<file path="src/rtl/scr_pkg.sv">
// ----------------------------------------------------------------------------
// scr_pkg: shared definitions of the slope corridor key reducer
// Widths, limits and state types used by the reducer and its arithmetic units.
// ----------------------------------------------------------------------------
package scr_pkg;

  localparam int VW = 32;
  localparam int TW = 31;
  localparam int DW = 16;
  localparam int NW = 34;
  localparam int QW = 33;
  localparam int PW = 50;
  localparam int YW = 51;

  localparam int MAX_SAMPLES = 65536;
  localparam logic [DW-1:0] IDX_LIMIT =
    (MAX_SAMPLES - 1 > 65535) ? 16'hFFFF : DW'(MAX_SAMPLES - 1);

  localparam logic signed [YW-1:0] SAT_HI = {{(YW-VW+1){1'b0}}, {(VW-1){1'b1}}};
  localparam logic signed [YW-1:0] SAT_LO = {{(YW-VW+1){1'b1}}, {(VW-1){1'b0}}};

  typedef enum logic [2:0] {
    ST_IDLE,
    ST_PASS,
    ST_DIV,
    ST_CHK,
    ST_MUL,
    ST_SUM,
    ST_FIN,
    ST_EMIT
  } state_t;

  typedef enum logic [1:0] {
    DV_IDLE,
    DV_PREP,
    DV_STEP,
    DV_SIGN
  } dv_state_t;

endpackage

</file>
<file path="src/rtl/scr_in_if.sv">
// ----------------------------------------------------------------------------
// scr_in_if: sample channel of the slope corridor key reducer
// Valid/ready channel that carries one track sample per beat.
// ----------------------------------------------------------------------------
interface scr_in_if;
  import scr_pkg::*;

  logic                 valid;
  logic                 ready;
  logic signed [VW-1:0] sample_value;
  logic                 track_start;
  logic                 track_last;

  modport source (output valid, sample_value, track_start, track_last, input ready);
  modport sink (input valid, sample_value, track_start, track_last, output ready);

endinterface

</file>
<file path="src/rtl/scr_out_if.sv">
// ----------------------------------------------------------------------------
// scr_out_if: key channel of the slope corridor key reducer
// Valid/ready channel that carries one emitted key per beat.
// ----------------------------------------------------------------------------
interface scr_out_if;
  import scr_pkg::*;

  logic                 valid;
  logic                 ready;
  logic [DW-1:0]        key_time;
  logic signed [VW-1:0] key_value;
  logic                 run_last;
  logic                 track_done;

  modport source (output valid, key_time, key_value, run_last, track_done, input ready);
  modport sink (input valid, key_time, key_value, run_last, track_done, output ready);

endinterface

</file>
<file path="src/rtl/scr_div.sv">
// ----------------------------------------------------------------------------
// scr_div: bit-serial signed divider
// Restoring division of a signed numerator by an unsigned distance, one
// quotient bit per cycle, truncating toward zero.
// ----------------------------------------------------------------------------
module scr_div (
  input  logic                          clk,
  input  logic                          rst_n,
  input  logic                          start,
  input  logic signed [scr_pkg::NW-1:0] num,
  input  logic [scr_pkg::DW-1:0]        den,
  output logic                          done,
  output logic signed [scr_pkg::NW-1:0] quo
);
  import scr_pkg::*;

  localparam int CW = $clog2(QW + 1);

  dv_state_t            dst_r, dst_nxt;
  logic [CW-1:0]        cnt_r, cnt_nxt;
  logic signed [NW-1:0] num_r, num_nxt;
  logic [QW-1:0]        qsh_r, qsh_nxt;
  logic [DW-1:0]        rem_r, rem_nxt;
  logic [DW-1:0]        den_r, den_nxt;
  logic                 neg_r, neg_nxt;
  logic signed [NW-1:0] quo_r, quo_nxt;
  logic                 done_r, done_nxt;

  logic [DW:0]          trial;
  logic [DW:0]          diff;
  logic                 fits;
  logic [NW-1:0]        mag;

  assign trial = {rem_r, qsh_r[QW-1]};
  assign fits  = trial >= {1'b0, den_r};
  assign diff  = trial - {1'b0, den_r};
  assign mag   = num_r[NW-1] ? NW'(-num_r) : NW'(num_r);

  always_comb begin
    dst_nxt  = dst_r;
    cnt_nxt  = cnt_r;
    num_nxt  = num_r;
    qsh_nxt  = qsh_r;
    rem_nxt  = rem_r;
    den_nxt  = den_r;
    neg_nxt  = neg_r;
    quo_nxt  = quo_r;
    done_nxt = 1'b0;
    unique case (dst_r)
      DV_IDLE: begin
        if (start) begin
          num_nxt = num;
          den_nxt = den;
          dst_nxt = DV_PREP;
        end
      end
      DV_PREP: begin
        neg_nxt = num_r[NW-1];
        qsh_nxt = mag[QW-1:0];
        rem_nxt = '0;
        cnt_nxt = CW'(QW);
        dst_nxt = DV_STEP;
      end
      DV_STEP: begin
        rem_nxt = fits ? diff[DW-1:0] : trial[DW-1:0];
        qsh_nxt = {qsh_r[QW-2:0], fits};
        cnt_nxt = cnt_r - CW'(1);
        if (cnt_r == CW'(1)) begin
          dst_nxt = DV_SIGN;
        end
      end
      DV_SIGN: begin
        quo_nxt  = neg_r ? -$signed({1'b0, qsh_r}) : $signed({1'b0, qsh_r});
        done_nxt = 1'b1;
        dst_nxt  = DV_IDLE;
      end
      default: dst_nxt = DV_IDLE;
    endcase
  end

  always_ff @(posedge clk) begin
    if (!rst_n) begin
      dst_r  <= DV_IDLE;
      done_r <= 1'b0;
    end else begin
      dst_r  <= dst_nxt;
      done_r <= done_nxt;
    end
  end

  always_ff @(posedge clk) begin
    cnt_r <= cnt_nxt;
    num_r <= num_nxt;
    qsh_r <= qsh_nxt;
    rem_r <= rem_nxt;
    den_r <= den_nxt;
    neg_r <= neg_nxt;
    quo_r <= quo_nxt;
  end

  assign done = done_r;
  assign quo  = quo_r;

endmodule

</file>
<file path="src/rtl/scr_mul.sv">
// ----------------------------------------------------------------------------
// scr_mul: bit-serial slope multiplier
// Multiplies a signed slope by an unsigned distance, one distance bit per
// cycle, most significant bit first.
// ----------------------------------------------------------------------------
module scr_mul (
  input  logic                          clk,
  input  logic                          rst_n,
  input  logic                          start,
  input  logic signed [scr_pkg::NW-1:0] mcand,
  input  logic [scr_pkg::DW-1:0]        mplier,
  output logic                          done,
  output logic signed [scr_pkg::PW-1:0] prod
);
  import scr_pkg::*;

  localparam int MCW = $clog2(DW + 1);

  logic [MCW-1:0]       cnt_r, cnt_nxt;
  logic signed [PW-1:0] acc_r, acc_nxt;
  logic signed [NW-1:0] mc_r, mc_nxt;
  logic [DW-1:0]        msh_r, msh_nxt;
  logic                 done_r, done_nxt;
  logic signed [PW-1:0] mc_ext;

  assign mc_ext = $signed({{(PW-NW){mc_r[NW-1]}}, mc_r});

  always_comb begin
    cnt_nxt  = cnt_r;
    acc_nxt  = acc_r;
    mc_nxt   = mc_r;
    msh_nxt  = msh_r;
    done_nxt = 1'b0;
    if (start) begin
      cnt_nxt = MCW'(DW);
      acc_nxt = '0;
      mc_nxt  = mcand;
      msh_nxt = mplier;
    end else if (cnt_r != '0) begin
      acc_nxt  = (acc_r <<< 1) + (msh_r[DW-1] ? mc_ext : '0);
      msh_nxt  = {msh_r[DW-2:0], 1'b0};
      cnt_nxt  = cnt_r - MCW'(1);
      done_nxt = (cnt_r == MCW'(1));
    end
  end

  always_ff @(posedge clk) begin
    if (!rst_n) begin
      cnt_r  <= '0;
      done_r <= 1'b0;
    end else begin
      cnt_r  <= cnt_nxt;
      done_r <= done_nxt;
    end
  end

  always_ff @(posedge clk) begin
    acc_r <= acc_nxt;
    mc_r  <= mc_nxt;
    msh_r <= msh_nxt;
  end

  assign done = done_r;
  assign prod = acc_r;

endmodule

</file>
<file path="src/rtl/slope_corridor_key_reducer.sv">
// ----------------------------------------------------------------------------
// slope_corridor_key_reducer: swinging-door key reduction of a sampled track
// Keeps the last key and a corridor of slopes, narrows it per sample through
// two bit-serial dividers, and places keys through two bit-serial multipliers.
//
//   channel  dir  handshake      beat contents
//   in_ch    in   valid/ready    sample_value, track_start, track_last
//   out_ch   out  valid/ready    key_time, key_value, run_last, track_done
//   cfg      in   cfg_we         cfg_wdata (tolerance)
//
// The first sample of a track goes straight to the emit state. A sample that
// emits nothing is run through the 33-step divider; placing a key adds the
// 16-step multiplier, and a sample that closes a key inside the track is
// divided again unless it is the last sample of the track.
// One sample is worked on at a time; a new sample is taken while the last key
// still waits in the output register. A further key waits in the emit state
// until that register is free, which holds off the input. Reset is synchronous.
// ----------------------------------------------------------------------------
module slope_corridor_key_reducer (
  input  logic                   clk,
  input  logic                   rst_n,
  input  logic                   cfg_we,
  input  logic [scr_pkg::TW-1:0] cfg_wdata,
  scr_in_if.sink                 in_ch,
  scr_out_if.source              out_ch
);
  import scr_pkg::*;

  state_t               state_r, state_nxt;
  logic [TW-1:0]        tol_r;
  logic [DW-1:0]        key_time_r, key_time_nxt;
  logic signed [VW-1:0] key_val_r, key_val_nxt;
  logic signed [NW-1:0] slope_lo_r, slope_lo_nxt;
  logic signed [NW-1:0] slope_hi_r, slope_hi_nxt;
  logic                 open_r, open_nxt;
  logic [DW-1:0]        sample_idx_r, sample_idx_nxt;
  logic                 in_track_r, in_track_nxt;
  logic signed [VW-1:0] samp_r, samp_nxt;
  logic                 last_r, last_nxt;
  logic                 viol_r, viol_nxt;
  logic                 vsel_hi_r, vsel_hi_nxt;
  logic                 emit_pass_r, emit_pass_nxt;
  logic signed [YW-1:0] y_lo_r, y_lo_nxt;
  logic signed [YW-1:0] y_hi_r, y_hi_nxt;
  logic [DW-1:0]        res_time_r, res_time_nxt;
  logic signed [VW-1:0] res_val_r, res_val_nxt;
  logic                 res_rl_r, res_rl_nxt;
  logic                 res_done_r, res_done_nxt;
  logic                 out_valid_r, out_valid_nxt;
  logic [DW-1:0]        out_time_r, out_time_nxt;
  logic signed [VW-1:0] out_val_r, out_val_nxt;
  logic                 out_rl_r, out_rl_nxt;
  logic                 out_done_r, out_done_nxt;

  logic [DW:0]          n_ext;
  logic                 ovf;
  logic [DW-1:0]        n_val;
  logic [DW-1:0]        gap;
  logic                 exact;
  logic signed [NW-1:0] samp_x, tol_x, key_x;
  logic signed [NW-1:0] num_lo, num_hi;
  logic                 div_start;
  logic                 div_lo_done, div_hi_done;
  logic signed [NW-1:0] q_lo, q_hi;
  logic                 below_lo, above_hi, viol;
  logic signed [NW-1:0] new_lo, new_hi;
  logic                 mul_start;
  logic signed [NW-1:0] mul_lo_mc, mul_hi_mc;
  logic [DW-1:0]        mul_m;
  logic                 mul_lo_done, mul_hi_done;
  logic signed [PW-1:0] prod_lo, prod_hi;
  logic signed [YW-1:0] key_y, samp_y, prod_lo_y, prod_hi_y;
  logic signed [YW-1:0] y_sel, y_clamp;
  logic signed [VW-1:0] fin_val;

  function automatic logic signed [VW-1:0] sat_val(input logic signed [YW-1:0] v);
    logic signed [VW-1:0] r;
    if (v > SAT_HI) begin
      r = SAT_HI[VW-1:0];
    end else if (v < SAT_LO) begin
      r = SAT_LO[VW-1:0];
    end else begin
      r = v[VW-1:0];
    end
    return r;
  endfunction

  assign n_ext = {1'b0, sample_idx_r} + (DW+1)'(1);
  assign ovf   = n_ext >= {1'b0, IDX_LIMIT};
  assign n_val = ovf ? IDX_LIMIT : n_ext[DW-1:0];
  assign gap   = sample_idx_r - key_time_r;
  assign exact = last_r && (gap == DW'(1));

  assign samp_x = $signed({{(NW-VW){samp_r[VW-1]}}, samp_r});
  assign tol_x  = $signed({{(NW-TW){1'b0}}, tol_r});
  assign key_x  = $signed({{(NW-VW){key_val_r[VW-1]}}, key_val_r});
  assign num_lo = samp_x - tol_x - key_x;
  assign num_hi = samp_x + tol_x - key_x;

  assign below_lo = q_hi < slope_lo_r;
  assign above_hi = q_lo > slope_hi_r;
  assign viol     = !open_r && (below_lo || above_hi);
  assign new_hi   = (open_r || q_hi < slope_hi_r) ? q_hi : slope_hi_r;
  assign new_lo   = (open_r || q_lo > slope_lo_r) ? q_lo : slope_lo_r;

  assign key_y     = $signed({{(YW-VW){key_val_r[VW-1]}}, key_val_r});
  assign samp_y    = $signed({{(YW-VW){samp_r[VW-1]}}, samp_r});
  assign prod_lo_y = $signed({{(YW-PW){prod_lo[PW-1]}}, prod_lo});
  assign prod_hi_y = $signed({{(YW-PW){prod_hi[PW-1]}}, prod_hi});

  assign y_sel   = vsel_hi_r ? y_hi_r : y_lo_r;
  assign y_clamp = (samp_y < y_lo_r) ? y_lo_r : ((samp_y > y_hi_r) ? y_hi_r : samp_y);
  assign fin_val = sat_val(viol_r ? y_sel : y_clamp);

  scr_div u_div_lo (
    .clk   (clk),
    .rst_n (rst_n),
    .start (div_start),
    .num   (num_lo),
    .den   (gap),
    .done  (div_lo_done),
    .quo   (q_lo)
  );

  scr_div u_div_hi (
    .clk   (clk),
    .rst_n (rst_n),
    .start (div_start),
    .num   (num_hi),
    .den   (gap),
    .done  (div_hi_done),
    .quo   (q_hi)
  );

  scr_mul u_mul_lo (
    .clk    (clk),
    .rst_n  (rst_n),
    .start  (mul_start),
    .mcand  (mul_lo_mc),
    .mplier (mul_m),
    .done   (mul_lo_done),
    .prod   (prod_lo)
  );

  scr_mul u_mul_hi (
    .clk    (clk),
    .rst_n  (rst_n),
    .start  (mul_start),
    .mcand  (mul_hi_mc),
    .mplier (mul_m),
    .done   (mul_hi_done),
    .prod   (prod_hi)
  );

  always_comb begin
    state_nxt      = state_r;
    key_time_nxt   = key_time_r;
    key_val_nxt    = key_val_r;
    slope_lo_nxt   = slope_lo_r;
    slope_hi_nxt   = slope_hi_r;
    open_nxt       = open_r;
    sample_idx_nxt = sample_idx_r;
    in_track_nxt   = in_track_r;
    samp_nxt       = samp_r;
    last_nxt       = last_r;
    viol_nxt       = viol_r;
    vsel_hi_nxt    = vsel_hi_r;
    emit_pass_nxt  = emit_pass_r;
    y_lo_nxt       = y_lo_r;
    y_hi_nxt       = y_hi_r;
    res_time_nxt   = res_time_r;
    res_val_nxt    = res_val_r;
    res_rl_nxt     = res_rl_r;
    res_done_nxt   = res_done_r;
    out_valid_nxt  = out_valid_r && !out_ch.ready;
    out_time_nxt   = out_time_r;
    out_val_nxt    = out_val_r;
    out_rl_nxt     = out_rl_r;
    out_done_nxt   = out_done_r;
    div_start      = 1'b0;
    mul_start      = 1'b0;
    mul_lo_mc      = slope_lo_r;
    mul_hi_mc      = slope_hi_r;
    mul_m          = gap - DW'(1);
    unique case (state_r)
      ST_IDLE: begin
        if (in_ch.valid) begin
          samp_nxt = in_ch.sample_value;
          if (in_ch.track_start || !in_track_r) begin
            sample_idx_nxt = '0;
            key_time_nxt   = '0;
            key_val_nxt    = in_ch.sample_value;
            open_nxt       = 1'b1;
            in_track_nxt   = !in_ch.track_last;
            res_time_nxt   = '0;
            res_val_nxt    = in_ch.sample_value;
            res_rl_nxt     = 1'b1;
            res_done_nxt   = in_ch.track_last;
            emit_pass_nxt  = 1'b0;
            state_nxt      = ST_EMIT;
          end else begin
            sample_idx_nxt = n_val;
            last_nxt       = in_ch.track_last || ovf;
            state_nxt      = ST_PASS;
          end
        end
      end
      ST_PASS: begin
        if (exact) begin
          key_time_nxt  = sample_idx_r;
          key_val_nxt   = samp_r;
          in_track_nxt  = 1'b0;
          res_time_nxt  = sample_idx_r;
          res_val_nxt   = samp_r;
          res_rl_nxt    = 1'b1;
          res_done_nxt  = 1'b1;
          emit_pass_nxt = 1'b0;
          state_nxt     = ST_EMIT;
        end else begin
          div_start = 1'b1;
          state_nxt = ST_DIV;
        end
      end
      ST_DIV: begin
        if (div_lo_done) begin
          state_nxt = ST_CHK;
        end
      end
      ST_CHK: begin
        viol_nxt    = viol;
        vsel_hi_nxt = !below_lo;
        if (viol) begin
          mul_start = 1'b1;
          state_nxt = ST_MUL;
        end else begin
          slope_lo_nxt = new_lo;
          slope_hi_nxt = new_hi;
          open_nxt     = 1'b0;
          if (last_r) begin
            mul_start = 1'b1;
            mul_lo_mc = new_lo;
            mul_hi_mc = new_hi;
            mul_m     = gap;
            state_nxt = ST_MUL;
          end else begin
            state_nxt = ST_IDLE;
          end
        end
      end
      ST_MUL: begin
        if (mul_lo_done) begin
          state_nxt = ST_SUM;
        end
      end
      ST_SUM: begin
        y_lo_nxt  = key_y + prod_lo_y;
        y_hi_nxt  = key_y + prod_hi_y;
        state_nxt = ST_FIN;
      end
      ST_FIN: begin
        key_val_nxt = fin_val;
        res_val_nxt = fin_val;
        if (viol_r) begin
          key_time_nxt  = sample_idx_r - DW'(1);
          open_nxt      = 1'b1;
          res_time_nxt  = sample_idx_r - DW'(1);
          res_rl_nxt    = !last_r;
          res_done_nxt  = 1'b0;
          emit_pass_nxt = 1'b1;
        end else begin
          key_time_nxt  = sample_idx_r;
          in_track_nxt  = 1'b0;
          res_time_nxt  = sample_idx_r;
          res_rl_nxt    = 1'b1;
          res_done_nxt  = 1'b1;
          emit_pass_nxt = 1'b0;
        end
        state_nxt = ST_EMIT;
      end
      ST_EMIT: begin
        if (!out_valid_r || out_ch.ready) begin
          out_valid_nxt = 1'b1;
          out_time_nxt  = res_time_r;
          out_val_nxt   = res_val_r;
          out_rl_nxt    = res_rl_r;
          out_done_nxt  = res_done_r;
          state_nxt     = emit_pass_r ? ST_PASS : ST_IDLE;
        end
      end
      default: state_nxt = ST_IDLE;
    endcase
  end

  always_ff @(posedge clk) begin
    if (!rst_n) begin
      state_r      <= ST_IDLE;
      tol_r        <= '0;
      key_time_r   <= '0;
      key_val_r    <= '0;
      slope_lo_r   <= '0;
      slope_hi_r   <= '0;
      open_r       <= 1'b1;
      sample_idx_r <= '0;
      in_track_r   <= 1'b0;
      out_valid_r  <= 1'b0;
    end else begin
      state_r      <= state_nxt;
      tol_r        <= cfg_we ? cfg_wdata : tol_r;
      key_time_r   <= key_time_nxt;
      key_val_r    <= key_val_nxt;
      slope_lo_r   <= slope_lo_nxt;
      slope_hi_r   <= slope_hi_nxt;
      open_r       <= open_nxt;
      sample_idx_r <= sample_idx_nxt;
      in_track_r   <= in_track_nxt;
      out_valid_r  <= out_valid_nxt;
    end
  end

  always_ff @(posedge clk) begin
    samp_r      <= samp_nxt;
    last_r      <= last_nxt;
    viol_r      <= viol_nxt;
    vsel_hi_r   <= vsel_hi_nxt;
    emit_pass_r <= emit_pass_nxt;
    y_lo_r      <= y_lo_nxt;
    y_hi_r      <= y_hi_nxt;
    res_time_r  <= res_time_nxt;
    res_val_r   <= res_val_nxt;
    res_rl_r    <= res_rl_nxt;
    res_done_r  <= res_done_nxt;
    out_time_r  <= out_time_nxt;
    out_val_r   <= out_val_nxt;
    out_rl_r    <= out_rl_nxt;
    out_done_r  <= out_done_nxt;
  end

  assign in_ch.ready       = (state_r == ST_IDLE);
  assign out_ch.valid      = out_valid_r;
  assign out_ch.key_time   = out_time_r;
  assign out_ch.key_value  = out_val_r;
  assign out_ch.run_last   = out_rl_r;
  assign out_ch.track_done = out_done_r;

  // The two dividers and the two multipliers are started together and must
  // finish together.
  a_div_lockstep: assert property (@(posedge clk) disable iff (!rst_n)
    div_lo_done == div_hi_done)
    else $error("divider lanes out of step");

  a_mul_lockstep: assert property (@(posedge clk) disable iff (!rst_n)
    mul_lo_done == mul_hi_done)
    else $error("multiplier lanes out of step");

  a_corridor_order: assert property (@(posedge clk) disable iff (!rst_n)
    !open_r |-> slope_lo_r <= slope_hi_r)
    else $error("slope corridor is inverted");

  a_key_behind: assert property (@(posedge clk) disable iff (!rst_n)
    key_time_r <= sample_idx_r)
    else $error("key lies ahead of the current sample");

endmodule

</file>
<file path="src/flat_wrapper.sv">
// flat-port wrapper written by rule: the top's interface ports become plain ports
module slope_corridor_key_reducer_flat import scr_pkg::*;
  (clk, rst_n, cfg_we, cfg_wdata, in_ch_valid, in_ch_sample_value, in_ch_track_start, in_ch_track_last, in_ch_ready, out_ch_valid, out_ch_key_time, out_ch_key_value, out_ch_run_last, out_ch_track_done, out_ch_ready);
  scr_in_if in_ch_i ();
  scr_out_if out_ch_i ();
  input  logic clk;
  input  logic rst_n;
  input  logic cfg_we;
  input  logic [scr_pkg::TW-1:0] cfg_wdata;
  input wire logic [$bits(in_ch_i.valid)-1:0] in_ch_valid;
  input wire logic [$bits(in_ch_i.sample_value)-1:0] in_ch_sample_value;
  input wire logic [$bits(in_ch_i.track_start)-1:0] in_ch_track_start;
  input wire logic [$bits(in_ch_i.track_last)-1:0] in_ch_track_last;
  output wire logic [$bits(in_ch_i.ready)-1:0] in_ch_ready;
  output wire logic [$bits(out_ch_i.valid)-1:0] out_ch_valid;
  output wire logic [$bits(out_ch_i.key_time)-1:0] out_ch_key_time;
  output wire logic [$bits(out_ch_i.key_value)-1:0] out_ch_key_value;
  output wire logic [$bits(out_ch_i.run_last)-1:0] out_ch_run_last;
  output wire logic [$bits(out_ch_i.track_done)-1:0] out_ch_track_done;
  input wire logic [$bits(out_ch_i.ready)-1:0] out_ch_ready;
  assign in_ch_i.valid = in_ch_valid;
  assign in_ch_i.sample_value = in_ch_sample_value;
  assign in_ch_i.track_start = in_ch_track_start;
  assign in_ch_i.track_last = in_ch_track_last;
  assign in_ch_ready = in_ch_i.ready;
  assign out_ch_valid = out_ch_i.valid;
  assign out_ch_key_time = out_ch_i.key_time;
  assign out_ch_key_value = out_ch_i.key_value;
  assign out_ch_run_last = out_ch_i.run_last;
  assign out_ch_track_done = out_ch_i.track_done;
  assign out_ch_i.ready = out_ch_ready;
  slope_corridor_key_reducer u_core (.clk(clk), .rst_n(rst_n), .cfg_we(cfg_we), .cfg_wdata(cfg_wdata), .in_ch(in_ch_i), .out_ch(out_ch_i));
endmodule
</file>
<file path="config.mk">
export PLATFORM = sky130hd
export DESIGN_NAME = slope_corridor_key_reducer_flat
export DESIGN_NICKNAME = d
export VERILOG_FILES = /design/src/rtl/scr_pkg.sv /design/src/rtl/scr_in_if.sv /design/src/rtl/scr_out_if.sv /design/src/rtl/scr_div.sv /design/src/rtl/scr_mul.sv /design/src/rtl/slope_corridor_key_reducer.sv /design/src/flat_wrapper.sv
export SDC_FILE = /design/constraint.sdc
export NUM_CORES = 2
export LEC_CHECK = 0
export BUFFER_PORTS_ARGS = -buffer_cell sky130_fd_sc_hd__buf_2
export CAP_MARGIN = 20
export CORE_ASPECT_RATIO = 0.9
export CORE_MARGIN = 2
export CORE_UTILIZATION = 40
export CTS_CLUSTER_DIAMETER = 150
export DETAILED_ROUTE_END_ITERATION = 16
export GPL_TIMING_DRIVEN = 0
export PLACE_DENSITY_LB_ADDON = 0.12
export SYNTH_ARGS = -nofsm -noshare
export SYNTH_HDL_FRONTEND = slang
export SYNTH_SLANG_ARGS = --single-unit
</file>
<file path="constraint.sdc">
create_clock -name clk -period 18.85 [get_ports clk]
set_clock_uncertainty 0.15 [all_clocks]
set_input_delay 2.8275 -clock clk [delete_from_list [all_inputs] [get_ports clk]]
set_output_delay 2.8275 -clock clk [all_outputs]
set_load 0.05 [all_outputs]
</file>
**Word-level counts from Yosys, hierarchy flattened**

Cells that the tools add are included.

- Flip-flop bits (word level): 903
- Bits of input ports: 70
- Output and inout port bits: 52
- Logic and storage cells: 257

- Add/sub/neg operators: 22
- Order comparisons: 11
- Equality and inequality tests: 30
- Mux-type cells: 94
- Bitwise operators: 4
- Reductions and logical operators: 41

Operators with widths:

| cell | count |
|---|---|
| 34-bit two-way mux | 8 |
| 16-bit two-way mux | 15 |
| 51-bit two-way mux | 4 |
| 32-bit two-way mux | 5 |
| 33-bit two-way mux | 4 |
| 33-bit case mux with 2 select lines | 2 |
| 32-bit by 50-bit adder with 51-bit output | 2 |
| 50-bit adder | 2 |
| 50-bit two-way mux | 2 |
| 32-bit case mux with 3 select lines | 1 |
| 34-bit greater-than comparator | 2 |
| 34-bit < comparator | 2 |
| 33-bit negator with 34-bit output | 2 |
| 33-bit by 32-bit subtractor with 34-bit output | 2 |
| 33-bit negator | 2 |
| 16-bit case mux with 2 select lines | 2 |
| 32-bit by 51-bit greater-than comparator with 1-bit output | 1 |
| 51-bit by 32-bit greater-than comparator with 1-bit output, second input constant | 1 |
| 32-bit by 51-bit < comparator with 1-bit output | 1 |
| 51-bit by 32-bit < comparator with 1-bit output, second input constant | 1 |
| 16-bit case mux with 3 select lines | 1 |
| 16-bit subtractor | 3 |
| 17-bit by 16-bit >= comparator with 1-bit output | 2 |
| 32-bit by 32-bit adder with 33-bit output | 1 |
| 39 further kinds | 134 |

**Logic depth before layout (Yosys ltp)**

- Depth in word-level cells: 8
- Depth in mapped cells: 21

**By module**

A second synthesis with hierarchy kept.

- Cell total of the unflattened synthesis: 6615
- Area total of the unflattened synthesis: 63079.2 um^2

Modules (own cells, without submodules):

| module | times used | cells each | area each (um^2) | seq. area each (um^2) |
|---|---|---|---|---|
| slope_corridor_key_reducer | 1 | 3891 | 35192.5 | 10530.1 |
| scr_div | 2 | 626 | 7382.1 | 4264.1 |
| scr_mul | 2 | 736 | 6561.3 | 2622.5 |

**Least setup slack after synthesis**

Ideal clock, no wire load.

- Path kind: register to register
- From: register u_core.sample_idx_r[0]
- To: register u_core.u_div_hi.den_r[0] (enable)
- Library setup time: 519 ps
- Arrival time: 6022 ps
- Data required time: 18181 ps
- Setup slack: 12159 ps
- Cell stages (with the launch flop): 16
- Path buffers: 0
- Cells stage by stage: dfxtp_1 > inv_1 > ha_1 > inv_1 > fa_1 > a21o_1 > a21oi_1 > o21ai_0 > a21oi_1 > o21bai_1 > a21oi_1 > o21ai_0 > xnor2_1 > nand3_1 > nor3_2 > nor3_1

- Word-level cells in the longest chain between the ends: 6

Ends and longest elaborated chain:

| element | RTL line | source |
|---|---|---|
| start, declared | slope_corridor_key_reducer.sv:36 | `logic [DW-1:0] sample_idx_r, sample_idx_nxt;` |
| start signal, assigned | slope_corridor_key_reducer.sv:314 | `sample_idx_r <= sample_idx_nxt;` |
| 16-bit subtractor | slope_corridor_key_reducer.sv:91 | `assign gap = sample_idx_r - key_time_r;` |
| 16-bit by 1-bit == test with 1-bit output | slope_corridor_key_reducer.sv:92 | `assign exact = last_r && (gap == DW'(1));` |
| 1-bit logical AND | slope_corridor_key_reducer.sv:92 |  |
| 1-bit two-way mux | slope_corridor_key_reducer.sv:209 | `if (exact) begin` |
| 1-bit two-way mux | slope_corridor_key_reducer.sv:185 | `unique case (state_r)` |
| 2-bit AND reduction (no source line) | - |  |
| end signal, assigned | scr_div.sv:96 | `den_r <= den_nxt;` |
| end, declared | scr_div.sv:24 | `logic [DW-1:0] den_r, den_nxt;` |

No other way between the ends.
A chain may end at the register's enable or synchronous reset.

**Worst setup path after layout**

- From: register u_core.samp_r[31]
- To: register u_core.res_val_r[12], data pin

- Word-level cells in the longest chain between the ends: 8

Ends and longest elaborated chain:

| element | RTL line | source |
|---|---|---|
| start, declared | slope_corridor_key_reducer.sv:38 | `logic signed [VW-1:0] samp_r, samp_nxt;` |
| start signal, assigned | slope_corridor_key_reducer.sv:321 | `samp_r <= samp_nxt;` |
| 32-bit by 51-bit greater-than comparator with 1-bit output | slope_corridor_key_reducer.sv:112 | `assign y_clamp = (samp_y < y_lo_r) ? y_lo_r : ((samp_y > y_hi_r) ? y_hi_r : samp_y);` |
| 51-bit two-way mux | slope_corridor_key_reducer.sv:112 |  |
| 51-bit two-way mux * | slope_corridor_key_reducer.sv:112 |  |
| 51-bit two-way mux * | slope_corridor_key_reducer.sv:113 | `assign fin_val = sat_val(viol_r ? y_sel : y_clamp);` |
| 51-bit by 32-bit < comparator with 1-bit output | slope_corridor_key_reducer.sv:80 | `end else if (v < SAT_LO) begin` |
| 32-bit two-way mux | slope_corridor_key_reducer.sv:80 |  |
| 32-bit two-way mux * | slope_corridor_key_reducer.sv:78 | `if (v > SAT_HI) begin` |
| 32-bit case mux with 3 select lines * | - |  |
| via u_core.key_val_nxt[12] | slope_corridor_key_reducer.sv:32 | `logic signed [VW-1:0] key_val_r, key_val_nxt;` |
| end signal, assigned | slope_corridor_key_reducer.sv:329 | `res_val_r <= res_val_nxt;` |
| end, declared | slope_corridor_key_reducer.sv:46 | `logic signed [VW-1:0] res_val_r, res_val_nxt;` |

Mark *: on every way through the listed nets, which the timed path passes. The rest lies on a longest branch.

==> impl_results.md <==
- CP Buf/Inv Count: 5
- Post-CTS Resized: 0
- Max Slew Vio Count: 0
- Sink Count: 903
- Largest net degree at the start of global routing: 67
- DRC Markers: 0
- Combinational share of power: 0.523
- Post-CTS Setup Bufs: 0
- Least-Margin Pin Slew: 1.18 ns
- Fraction of registers with async set/reset: 0
- Worst path cell trace: buf_16 > buf_16 > ha_1 > nand4_1 > nor2_1 > nand2_1 > a211oi_1 > o31ai_1 > a211oi_1 > clkbuf_1 > nand4_1 > o311ai_0 > o22ai_1 > nor4_1 > inv_1 > nor2_1 > o21ai_0 > clkbuf_1 > o21ai_0
- Worst min path class: reg -> reg
- Die H: 372 µm
- Final setup fails: 0
- Worst stage delay on the critical path: 0.78 ns
- CP Launch Type: flip-flop
- Post-Syn Nets: 7028
- Synthesized area: 60200 µm²
- Setup TNS: 0 ns
- Port Buffers: 119
- Placed wire-length estimate: 167000 µm
- WP data arrival: 7.33 ns
- TritonRoute pass-1 iters: 6
- GR Util All Layers: 0.262
- Pint: 6.80 mW
- Net Sw Frac: 0.453
- Pleak: 27.8 nW
- Initial antenna violation count: 16
- Worst-Skew Late Latency: 0.74 ns
- Seq pwr share: 0.306
- Top_reg_cell synth: edfxtp_1
- Ys Warns: 0
- Crit Path Class: reg -> reg
- CP delay by family, top: compound AO/OA/AOI/OAI gates
- DIE AREA: 154000 µm²
- Standard-cell rows: 135
- Vias per cell: 5.60
- Final setup margin: 11.77 ns
- Min cycle time layout: 7.08 ns
- Drt total wl: 206000 µm
- Number of synthesized flops with an enable pin: 618
- RSZ-0062 raised after global routing: no
- CTS tree: yes
- DR vias: 48376
- Hold_buf cts: 0
- Boundary Pins: 122
- Slowest cell on the critical path: o21ai_0
- Clock transition at path regs: 0.07 ns
- Overall power: 12.4 mW
- Worst hold margin: 0.264 ns
- Number of buffers created by CTS: 101
- Final #Nets: 7275
- Library cells used by synthesis: 93
- Most frequent cells in the layout: edfxtp_1, ha_1, inv_1
- Max-cap check violation count: 0
- Initial core utilization: 0.401
- Final antenna-violating net count: 0
- Syn Area/Cell: 9.54 µm²
- Mean routed wirelength per cell: 23.9 µm
- Final core area utilization: 0.448
- Crit. End Element: flip-flop
- Die width: 413 µm
- Cell Pwr Density: 185 nW/µm²
- CP Max Fanout: 25
- Number of H-tree levels: 3
- Critical Path RT: 19.10 ns
- Layout cell share with drive strength beyond 1: 0.0649
- Final period util: 0.376
- Register area share after synthesis: 0.403
- Root Driver: clkbuf_16
- Most common cell after layout, fill and taps aside: edfxtp_1
- Fmax: 141 MHz
- Switching power: 5.63 mW
- Core ar.: 150000 µm²
- Area delta synth->final: 11.7%
- Clock share of power: 0.171
- Post-Syn Instances: 6312
- Gr ovfl total: 0
- Routability cong.: 0.936
- Max clock buf depth: 3
- Post-Place Worst Slack: 11.97 ns
- Flops & latches, synth: 903
- Outcome: complete, no violations
- First-pass GRT wire length: 298000 µm
- VDD IR-drop max: 0.000128 V
- Initial DRC Count: 3953
- Vias in the first global route: 45593
- Fin. Hold Viols: 0
- Slew margin rel.: 0.210
synthesized netlist by cell type (176+ instances only):
master      n  area, µm²
o21ai_0   452       2260
edfxtp_1  618      18600
inv_1     518       1940
nand2_1   512       1920
nor2_1    419       1570
a21o_1    205       1540
dfxtp_1   285       5710
clkbuf_1  176        661
a21oi_1   474       2370
xnor2_1   256       2240
nor2b_1   186       1160
ha_1      577       7220
logic make-up after synthesis:
logic type                 after synthesis  synth area share
buffers and inverters                  724            0.0459
xor gates and xnor gates               408            0.0594
adders and majority gates              646             0.143
and+or+nand+nor                       1757             0.143
AOI/OAI and AO/OA                     1699             0.176
DFF                                    903             0.403
muxes                                  175            0.0299
registers in the layout (all words and copies together) (netlist names), 50 cells and up:
register	count
u_core.u_mul_hi.prod	50
u_core.y_lo_r	51
u_core.y_hi_r	51
u_core.u_mul_lo.prod	50
layer usage:
| layer | global-route usage | share of wire | vias up |
|---|---|---|---|
| li1 | - | - | 23208 |
| met1 | 0.358 | 0.45 | 23471 |
| met2 | 0.423 | 0.45 | 1418 |
| met3 | 0.0378 | 0.059 | 277 |
| met4 | 0.0893 | 0.036 | 2 |
| met5 | 0 | 0.000082 | - |
stage by stage:
step | instance area [µm²] | std cells
after global placement | 63300 | 8417
final | 67200 | 8636
after CTS | 67200 | 8632
after global routing | 67200 | 8634
after floorplan | 60200 | 6312
after detailed placement | 63700 | 8442
path summary, 6_finish.rpt:
| path | from | slack (ns) | depth (start not counted) | end |
|---|---|---|---|---|
| worst max-delay path | u_core.samp_r[31] | 11.77 | 19 | u_core.res_val_r[12] |
| worst min-delay path | u_core.res_val_r[16] | 0.26 | 0 | u_core.out_ch.key_value[16] |
| worst max register to register | u_core.samp_r[31] | 11.77 | 19 | u_core.res_val_r[12] |
| worst min register to register | u_core.res_val_r[16] | 0.26 | 0 | u_core.out_ch.key_value[16] |
final cells by class:
class,count,area [µm²]
antenna,4,10.0
buffer,204,818
clock buffer,129,2770
clock inverter,61,727
fill,14578,82800
inverter,520,1950
multi-input combinational,4685,33200
sequential,903,24300
tap,1986,2480
timing repair buffer,144,967
power groups by stage:
| stage | Sequential, mW | Combinational (mW) | Clock (mW) |
|---|---|---|---|
| 2_1_floorplan | 3.47 | 4.61 | 0 |
| 3_3_place_gp | 3.88 | 6.33 | 0 |
| 3_5_place_dp | 3.84 | 6.44 | 0 |
| 4_1_cts | 3.80 | 6.49 | 2.16 |
| 5_1_grt | 3.85 | 7.18 | 2.24 |
| 6_report | 3.80 | 6.50 | 2.13 |
No activity file was read; power rests on OpenSTA's default activity.
